$ cat src/hdl/tcps_pkg.sv
package tcps_pkg;

   localparam int QUEUE_DEPTH = 16;
   localparam int TIME_BITS   = 16;
   localparam int ID_BITS     = 16;
   localparam int IDX_BITS    = $clog2(QUEUE_DEPTH);
   localparam int FILL_BITS   = $clog2(QUEUE_DEPTH + 1);
   localparam int SUM_BITS    = IDX_BITS + 1;
   localparam int COUNT_BITS  = FILL_BITS;

   typedef enum logic [1:0] {
      CLS_IDLE = 2'd0,
      CLS_LOW  = 2'd1,
      CLS_HIGH = 2'd2
   } cls_type;

   localparam logic OP_TICK   = 1'b0;
   localparam logic OP_ARRIVE = 1'b1;

   typedef struct packed {
      logic                 op;
      logic                 is_high;
      logic [TIME_BITS-1:0] service_time;
      logic [ID_BITS-1:0]   job_id;
   } req_type;

   typedef struct packed {
      logic                  done_res;
      logic [ID_BITS-1:0]    done_id;
      logic                  done_high;
      logic                  preempted;
      logic                  dropped;
      logic [1:0]            serving;
      logic [COUNT_BITS-1:0] high_count;
      logic [COUNT_BITS-1:0] low_count;
   } rsp_type;

   typedef struct packed {
      logic                 push;
      logic                 pop;
      logic [ID_BITS-1:0]   id;
      logic [TIME_BITS-1:0] stime;
   } fifo_ctl_type;

   typedef struct packed {
      logic [FILL_BITS-1:0] fill;
      logic [FILL_BITS-1:0] fill_next;
      logic [ID_BITS-1:0]   head_id;
      logic [TIME_BITS-1:0] next_time;
   } fifo_stat_type;

endpackage

$ cat src/hdl/tcps_fifo.sv
module tcps_fifo
   import tcps_pkg::*;
(
   input  logic          clock,
   input  logic          reset,
   input  fifo_ctl_type  ctl,
   output fifo_stat_type stat
);

   logic [ID_BITS-1:0]   ids_ff   [QUEUE_DEPTH];
   logic [TIME_BITS-1:0] times_ff [QUEUE_DEPTH];
   logic [IDX_BITS-1:0]  head_ff, head_in, head_inc, slot;
   logic [FILL_BITS-1:0] fill_ff, fill_in;
   logic [SUM_BITS-1:0]  slot_sum;

   always_comb begin
      head_inc = (head_ff == IDX_BITS'(QUEUE_DEPTH - 1)) ? '0 : head_ff + 1'b1;
      slot_sum = SUM_BITS'(head_ff) + SUM_BITS'(fill_ff);
      if (slot_sum >= SUM_BITS'(QUEUE_DEPTH)) begin
         slot = IDX_BITS'(slot_sum - SUM_BITS'(QUEUE_DEPTH));
      end else begin
         slot = IDX_BITS'(slot_sum);
      end
      head_in = ctl.pop ? head_inc : head_ff;
      fill_in = fill_ff;
      if (ctl.push) begin
         fill_in = fill_ff + 1'b1;
      end else if (ctl.pop) begin
         fill_in = fill_ff - 1'b1;
      end
   end

   always_ff @(posedge clock) begin
      if (reset) begin
         head_ff <= '0;
         fill_ff <= '0;
      end else begin
         head_ff <= head_in;
         fill_ff <= fill_in;
      end
      if (ctl.push) begin
         ids_ff[slot]   <= ctl.id;
         times_ff[slot] <= ctl.stime;
      end
   end

   always_comb begin
      stat.fill      = fill_ff;
      stat.fill_next = fill_in;
      stat.head_id   = ids_ff[head_ff];
      if (ctl.push && fill_ff == '0) begin
         stat.next_time = ctl.stime;
      end else begin
         stat.next_time = times_ff[head_in];
      end
   end

endmodule

$ cat src/hdl/two_class_preemptive_scheduler.sv
// channel   ports                 direction  moves
// request   start, busy, req      in         one tick or one job arrival
// result    rsp_valid, rsp        out        one status record per request
//
// A request is registered on the edge that accepts it; its result is
// registered in the cycle after and shown for one cycle. busy stays low, so a
// request can enter every cycle.
// Synchronous reset empties both queues and idles the server.
// The result side has no stall.
module two_class_preemptive_scheduler
   import tcps_pkg::*;
(
   input  logic    clock,
   input  logic    reset,
   input  logic    start,
   output logic    busy,
   input  req_type req,
   output logic    rsp_valid,
   output rsp_type rsp
);

   logic                 req_valid_ff;
   req_type              req_ff;
   logic                 rsp_valid_ff;
   rsp_type              rsp_ff, rsp_in;
   cls_type              cls_ff, cls_in;
   logic [TIME_BITS-1:0] rem_ff, rem_in, stime;
   fifo_ctl_type         hctl, lctl;
   fifo_stat_type        hstat, lstat;
   logic                 act_high, act_low, active, tick, arrive;
   logic                 done, hfull, lfull, hpush, lpush, restart;

   assign busy = 1'b0;

   always_comb begin
      act_high = (cls_ff == CLS_HIGH);
      act_low  = (cls_ff == CLS_LOW);
      active   = act_high || act_low;
      tick     = req_valid_ff && (req_ff.op == OP_TICK);
      arrive   = req_valid_ff && (req_ff.op == OP_ARRIVE);
      stime    = (req_ff.service_time == '0) ? TIME_BITS'(1) : req_ff.service_time;
      hfull    = (hstat.fill == FILL_BITS'(QUEUE_DEPTH));
      lfull    = (lstat.fill == FILL_BITS'(QUEUE_DEPTH));
      done     = tick && active && (rem_ff <= TIME_BITS'(1));
      hpush    = arrive && req_ff.is_high && !hfull;
      lpush    = arrive && !req_ff.is_high && !lfull;
      restart  = done || (hpush && !act_high) || (lpush && !active);

      hctl.push  = hpush;
      hctl.pop   = done && act_high;
      hctl.id    = req_ff.job_id;
      hctl.stime = stime;
      lctl.push  = lpush;
      lctl.pop   = done && act_low;
      lctl.id    = req_ff.job_id;
      lctl.stime = stime;

      cls_in = cls_ff;
      rem_in = rem_ff;
      if (restart) begin
         if (hstat.fill_next != '0) begin
            cls_in = CLS_HIGH;
            rem_in = hstat.next_time;
         end else if (lstat.fill_next != '0) begin
            cls_in = CLS_LOW;
            rem_in = lstat.next_time;
         end else begin
            cls_in = CLS_IDLE;
            rem_in = '0;
         end
      end else if (tick && active) begin
         rem_in = rem_ff - 1'b1;
      end

      rsp_in.done_res   = done;
      rsp_in.done_high  = done && act_high;
      rsp_in.done_id    = !done ? '0 : (act_high ? hstat.head_id : lstat.head_id);
      rsp_in.preempted  = hpush && act_low;
      rsp_in.dropped    = arrive && (req_ff.is_high ? hfull : lfull);
      rsp_in.serving    = (cls_in == CLS_HIGH || cls_in == CLS_LOW) ? cls_in : CLS_IDLE;
      rsp_in.high_count = COUNT_BITS'(hstat.fill_next);
      rsp_in.low_count  = COUNT_BITS'(lstat.fill_next);
   end

   tcps_fifo u_high (
      .clock (clock),
      .reset (reset),
      .ctl   (hctl),
      .stat  (hstat)
   );

   tcps_fifo u_low (
      .clock (clock),
      .reset (reset),
      .ctl   (lctl),
      .stat  (lstat)
   );

   always_ff @(posedge clock) begin
      if (reset) begin
         req_valid_ff <= 1'b0;
         rsp_valid_ff <= 1'b0;
         cls_ff       <= CLS_IDLE;
         rem_ff       <= '0;
      end else begin
         req_valid_ff <= start;
         rsp_valid_ff <= req_valid_ff;
         if (req_valid_ff) begin
            cls_ff <= cls_in;
            rem_ff <= rem_in;
         end
      end
      if (start) begin
         req_ff <= req;
      end
      if (req_valid_ff) begin
         rsp_ff <= rsp_in;
      end
   end

   assign rsp_valid = rsp_valid_ff;
   assign rsp       = rsp_ff;

endmodule

$ cat config.mk
export PLATFORM = sky130hd
export DESIGN_NAME = two_class_preemptive_scheduler
export DESIGN_NICKNAME = d
export VERILOG_FILES = /design/src/hdl/tcps_pkg.sv /design/src/hdl/tcps_fifo.sv /design/src/hdl/two_class_preemptive_scheduler.sv
export SDC_FILE = /design/constraint.sdc
export NUM_CORES = 1
export LEC_CHECK = 0
export BUFFER_PORTS_ARGS = -buffer_cell sky130_fd_sc_hd__buf_2
export CAP_MARGIN = 20
export CORE_AREA = 2 2 289 291
export DETAILED_ROUTE_END_ITERATION = 16
export DIE_AREA = 0 0 291 293
export PLACE_DENSITY = 0.71
export SLEW_MARGIN = 30
export SYNTH_ARGS = -nofsm -noshare
export SYNTH_HDL_FRONTEND = slang
export SYNTH_SLANG_ARGS = --single-unit
export TNS_END_PERCENT = 100
$ cat constraint.sdc
create_clock -name clock -period 13.9 [get_ports clock]
set_input_delay 0 -clock clock [delete_from_list [all_inputs] [get_ports clock]]
set_output_delay 0 -clock clock [all_outputs]
set_load 0.01 [all_outputs]
After elaboration in Yosys (flattened, before gate mapping) --
Memories as Yosys holds them, arrays and structs flattened. A register that Yosys moved wholly into a read port is not among the register bits. Index checks and enable logic that the tools add are counted. W data, S select, Z words.
Cells by class: $add $sub $neg 11, $lt $le $gt $ge 3, equal/unequal tests 8, mux-type cells 28, bitwise logic cells 1, reductions and logical operators 32
Operators by type and width (count):
- $mux W16 | 8
- $mux W4 | 8
- $mux W5 | 4
- $le A16 B1 Y1 const B | 1
- $logic_and A1 B1 Y1 | 16
- $logic_not A16 Y1 | 1
- $sub A16 B1 Y16 const B | 1
- $add A4 B5 Y5 | 2
- $add A5 B1 Y5 const B | 2
- $eq A5 B5 Y1 const B | 2
- $ge A5 B5 Y1 const B | 2
- $logic_not A5 Y1 | 2
- $reduce_bool A5 Y1 | 2
- $sub A5 B1 Y5 const B | 2
- $add A4 B1 Y4 const B | 2
- $eq A4 B4 Y1 const B | 2
- $sub A4 B1 Y4 const B | 2
- $mux W1 | 6
- $logic_not A1 Y1 | 5
- $eq A2 B1 Y1 const B | 2
- $eq A2 B2 Y1 const B | 2
- $logic_or A1 B1 Y1 | 4
- $mux W2 | 2
- $reduce_and A2 Y1 | 1
- 2 further kinds | 2
Word-level totals: register bits 104, bits in writable memories 1024, input port bits 37, output and inout bits 34, logic and storage cells 107, memories 4
Memory list:
- u_high.ids_ff | words 16, bits a word 16, read ports 1, clocked after memory_dff 1, write ports 1, RTL line tcps_fifo.sv:10 | logic [ID_BITS-1:0] ids_ff [QUEUE_DEPTH];
- u_high.times_ff | words 16, bits a word 16, read ports 1, clocked after memory_dff 0, write ports 1, RTL line tcps_fifo.sv:11 | logic [TIME_BITS-1:0] times_ff [QUEUE_DEPTH];
- u_low.ids_ff | words 16, bits a word 16, read ports 1, clocked after memory_dff 1, write ports 1, RTL line tcps_fifo.sv:10
- u_low.times_ff | words 16, bits a word 16, read ports 1, clocked after memory_dff 0, write ports 1, RTL line tcps_fifo.sv:11

Depth between registers and ports, before layout --
depth after elaboration 13, depth in mapped cells 16, mapped depth without buffers 12

Modules after synthesis --
From an unflattened synthesis, not the netlist that was laid out.
Unflattened totals: cell total of the unflattened synthesis 2539, area, all modules 44460.1 µm²
By module, submodules not included:
- tcps_fifo (u_low) | instances 1, cells each 1082, area each 20403.3 µm², seq. area each 15554.9 µm²
- tcps_fifo (u_high) | instances 1, cells each 1186, area each 20394.6 µm², seq. area each 15554.9 µm²
- two_class_preemptive_scheduler | instances 1, cells each 271, area each 3662.3 µm², seq. area each 2382.3 µm²

Worst setup path after synthesis --
OpenSTA, ideal clock, no wires.
path type reg2reg, start point reg req_valid_ff, end point reg rem_ff[14], library setup time 0.145 ns, data arrival time 4.362 ns, required time 13.755 ns, path slack 9.393 ns, stages on the path, launching flop included 13, buffers on the path 3, clock period less this slack 4.507 ns, cells stage by stage dfxtp_1 > or3b_1 > or4_1 > nor2_2 > mux2i_1 > clkbuf_1 > buf_1 > clkbuf_1 > nand3_1 > a21oi_1 > o22ai_1 > a2bb2oi_1 > o311ai_0
RTL lines:
- from (decl) | RTL line two_class_preemptive_scheduler.sv:22 | logic req_valid_ff;
- from (signal assigned) | RTL line two_class_preemptive_scheduler.sv:106 | req_valid_ff <= start;
- to (signal assigned) | RTL line two_class_preemptive_scheduler.sv:110 | rem_ff <= rem_in;
- to (decl) | RTL line two_class_preemptive_scheduler.sv:27 | logic [TIME_BITS-1:0] rem_ff, rem_in, stime;

Worst setup path in the final report --
start point reg cls_ff[0], end point reg rem_ff[8]
On the way: longest elaborated chain between the ends 11, elaborated cells on any way between the ends 30, classes of those cells eq/ne: 2; mux: 11; reduce/logical: 15; memory: 2
Ends and longest elaborated chain:
- from (decl) | RTL line two_class_preemptive_scheduler.sv:26 | cls_type cls_ff, cls_in;
- from (signal assigned) | RTL line two_class_preemptive_scheduler.sv:109 | cls_ff <= cls_in;
- $eq A2 B2 Y1 or $eq A2 B1 Y1 (tied branches) | RTL line two_class_preemptive_scheduler.sv:36, two_class_preemptive_scheduler.sv:37
- $logic_or A1 B1 Y1 | RTL line two_class_preemptive_scheduler.sv:38 | active = act_high || act_low;
- $logic_and A1 B1 Y1 | RTL line two_class_preemptive_scheduler.sv:44, two_class_preemptive_scheduler.sv:71
- $logic_and A1 B1 Y1 | RTL line two_class_preemptive_scheduler.sv:44 | done = tick && active && (rem_ff <= TIME_BITS'(1));
- $logic_and A1 B1 Y1 | RTL line two_class_preemptive_scheduler.sv:54 | lctl.pop = done && act_low;
- $mux W4 or $mux W5 (tied branches) | RTL line tcps_fifo.sv:24, tcps_fifo.sv:28
- $mem_v2 Z16 W16 or $mux W5 (tied branches)
- $mux W16 or $reduce_bool A5 Y1 (tied branches) | RTL line tcps_fifo.sv:51, two_class_preemptive_scheduler.sv:64
- $mux W16 | RTL line two_class_preemptive_scheduler.sv:64 | end else if (lstat.fill_next != '0) begin
- $mux W16 | RTL line two_class_preemptive_scheduler.sv:61 | if (hstat.fill_next != '0) begin
- $mux W16 | RTL line two_class_preemptive_scheduler.sv:60 | if (restart) begin
Several ways; a longest one is shown, not always the timed one. A chain may end at the register's enable or synchronous reset.

==> results.md <==
- Drt drc: 0
- Ratio of cells with drive above 1 in the final layout: 18.9%
- Critical R2R Launch: cls_ff[0]
- Number of global-route vias before repair: 25700
- Layout fillers: ~5600
- Total number of yosys warnings: 0
- Critical Path RT: between 10 and 15 ns
- Hold depth: 2
- Total track usage: a little over a quarter
- DR WL/cell: 28.2 µm
- Slew of the pin with the lowest slew margin: 1.03 ns
- CTS tree: done
- Number of max-cap violations: 0
- Port bufs: 69
- Ant. Diodes: 0
- Multi-input gate area: approximately 0.011 mm²
- Clk_skew: a little under 0.03 ns
- Fin. Hold Viols: 0
- Leakage: around 17 nW
- Final HPWL DP: approximately 60000 µm
- Internal Power: 5.64 mW
- Syn Nets: 2755
- Initial DRC count: roughly 3600
- Hold slack: about 0.038 ns
- Cell variety after synth: 70
- Critical path, cell by cell: inv_1 > ha_1 > or3b_1 > nor4_1 > nand4_1 > mux2i_4 > buf_4 > nor2_1 > a221oi_1 > o22ai_1 > a211oi_1 > or3_1
- Pins Over Slew Limit: 0
- Final core occ: 62.6%
- Max-slew headroom: 30.9%
- Crit path from: cls_ff[0]
- Async S/R FF share, synth: 0%
- CP Data Arrival Time: 6.05 ns
- Hold_sp: req[28]
- Setup slack at placement: roughly 8.3 ns
- Buf/Inv on CP: 2
- Vias post-DR: between 20000 and 30000
- Die height: between 200 and 300 µm
- RSZ-0062 raised after global routing: no
- NetSw: about 1.4 mW
- Clk_lat worst skew: around 0.69 ns
- Sequential element share of the synthesized area: about three quarters
- Detail Route Antenna Nets: 0
- Worst-path fanout max: 35
- Starting Density: a little over half
- Max stage delay on crit path: about 0.78 ns
- Clk buf depth: 3
- Largest net degree at the start of global routing: 76
- Synth Flop Type: edfxtp_1
- H-tree depth: 3
- Fin crit share: between 30% and 40%
- CP endpoint kind: flop
- Die ar.: approximately 0.085 mm²
- Worst Reg-to-Reg Cells: 12
- Synth Cell Area: 0.0447 mm²
- Area leader, netlist: edfxtp_1
- Post-cts hold buffer count: between 40 and 50
- Final setup fails: 0
- CP startpoint kind: flop
- Synth Register Bits: 1128
- Post-synth EDFFs: 1090
- Setup_tns: 0 ns
- Total global routing overflow: 0
- WS Path Type: reg2reg
- Final worst slack: between 8 and 9 ns
- Reg2Reg Setup Slack: roughly 8.5 ns
- Via density: ~6.4
- Root Driver: clkbuf_16
- Register Area: ~0.034 mm²
- P&R area growth vs syn: 14.5%
- DRT Wirelength: between 100000 and 150000 µm
- Min-Delay Endpoint: req_ff[28]
- Clock network fraction of design power: about 43%
- Die extent in x: 291 µm
- Final min period: 5.42 ns
- GPL Wtd Cong: between 0.8 and 0.9
- Synthesized instance count: 2700
- Seq pwr share: between 50% and 60%
- Clock sink total: between 1000 and 1500
- Worst IR Drop VDD: 0.122 mV
- Clock slew seen by the registers of the worst setup and hold paths: 0.07 ns
- Sw frac: about a fifth
- Ports: a little over 70
- Row count: ~110
- First-pass GRT wire length: approximately 170000 µm
- Combinational share of power: ~2.8%
- Kind of cell adding the most delay to the critical path: simple AND/OR/NAND/NOR gates
- Status: finished clean
- Drt pass-1 iters: 6
- Synth area leaders: edfxtp_1, mux4_2, nand2_1
- # Post-CTS Setup Buffers: 0
- FF-to-FF End: rem_ff[8]
- Antenna violations before repair: 1
- Synth top area share: ~73%
- Placeable core area: slightly above 0.08 mm²
- Final nets: ~2900
- Worst hold path class: in2reg
- Syn avg cell area: 16.6 µm²
- Total CTS buffers: approximately 110
- Post_cts resized: 0
- Power density cells: ~140 mW/mm²
- Slowest CP cell: nand4_1
- Fmax: about 0.18 GHz
==> state kept, by name (all words and copies together), names as in the netlist <==
name / count
rsp_valid: 1
u_low.ids_ff: 256
cls_ff: 2
u_high.head_ff: 4
u_high.ids_ff: 256
rsp: 32
u_low.head_ff: 4
u_high.fill_ff: 5
req_ff: 18
u_high.times_ff: 256
rem_ff: 16
req_valid_ff: 1
u_low.times_ff: 256
u_low.fill_ff: 5
hctl: 16
==> layout by cell type (no fill, tap or decap), drive strengths merged, types with 7 or more instances in the layout <==
cell type and count:
edfxtp 1090, nand2 444, nand3 179, buf 168
mux4 162, clkbuf 128, nor2 113, mux2i 91
a21oi 59, dlygate4sd3 45, clkinv 44, dfxtp 38
o21ai 29, nand4 26, a31oi 24, inv 24
xnor2 23, bufinv 18, ha 16, and3 15
xor2 14, nor4 13, a32oi 13, or3 11
a22oi 11, a211oi 10, o22ai 10, nor3 10
a221oi 9, a311oi 9, nor2b 8, and2 8
or2 7, a21o 7
==> power by group through the flow <==
stage / sequential, mW / combinational, mW / clock, mW
after global routing: 3.81 / 0.206 / 3.23
after floorplan: 3.88 / 0.0829 / 0
final: 3.81 / 0.196 / 3.07
after CTS: 3.83 / 0.164 / 3.10
after global placement: 3.90 / 0.143 / 0
after detailed placement: 3.90 / 0.154 / 0
==> per-stage QoR <==
stage / instances / total power [mW] / area [µm²]
2_1_floorplan: 2700 / 3.96 / 44700
3_3_place_gp: 3763 / 4.04 / 46700
3_5_place_dp: 3767 / 4.05 / 46800
4_1_cts: 4009 / 7.09 / 50900
5_1_grt: 4026 / 7.25 / 51200
6_report: 4026 / 7.07 / 51200
==> cell type report <==
class                      instances  share of cell area [%]
sequential                      1128                    65.5
clock inverter                    70                    1.70
timing repair buffer             213                    3.33
tap                             1070                    2.61
inverter                          18                   0.132
multi-input combinational       1399                    21.2
clock buffer                     128                    5.59
==> worst max path at each step <==
stage | endpoint | slack, ns | depth (start not counted)
3_3_place_gp | rem_ff[8] | 8.38 | 10
3_5_place_dp | rem_ff[8] | 8.32 | 10
4_1_cts | rem_ff[8] | 8.29 | 10
6_report | rem_ff[8] | 8.48 | 12
2_1_floorplan | rem_ff[14] | 9.39 | 12
5_1_grt | rem_ff[8] | 8.24 | 12
==> worst reg2reg max path, delay by kind of cell (launching register included) <==
kind                       cells  cell delay, ns
AOI/OAI and AO/OA              3            1.00
DFF                            1            0.36
muxes                          1            0.77
buffers and inverters          2            0.55
adders and majority gates      1            0.34
and+or+nand+nor                5            2.34
==> layer usage <==
layer	share of wire, %	vias up	global-route usage, %
met5	0	-	0
met4	3.6	0	8.90
met3	11	277	4.63
met2	47	1630	42.9
met1	38	13000	37.2
li1	-	10900	-
==> cell usage after synthesis (8+ instances only) <==
library cell,instances
inv_1,18
clkbuf_1,95
a221oi_1,9
edfxtp_1,1090
a21oi_1,59
dfxtp_1,38
mux4_2,162
a311oi_1,9
or3_1,11
mux2i_1,90
and3_1,15
nand2_1,444
nor2_1,112
nor4_1,13
o21ai_0,19
o21ai_1,9
xnor2_1,23
a31oi_1,24
buf_2,26
nand3_1,179
a32oi_1,13
a22oi_1,11
xor2_1,14
ha_1,16
nor3_1,10
nor2b_1,8
a211oi_1,10
buf_1,29
o22ai_1,10
nand4_1,26
and2_1,8
==> cells by family after synthesis <==
kind of cell,count (synthesis),share of synthesized area (%)
flip-flops,1128,74.9
AO/OA/AOI/OAI,236,3.63
XOR/XNOR,37,0.725
AND/OR/NAND/NOR,850,8.33
adder cells (fa/ha/maj),18,0.537
buffers and inverters,173,1.57
multiplexers,257,10.3
other,1,0.00839
Power figures use the tool's default switching activity.
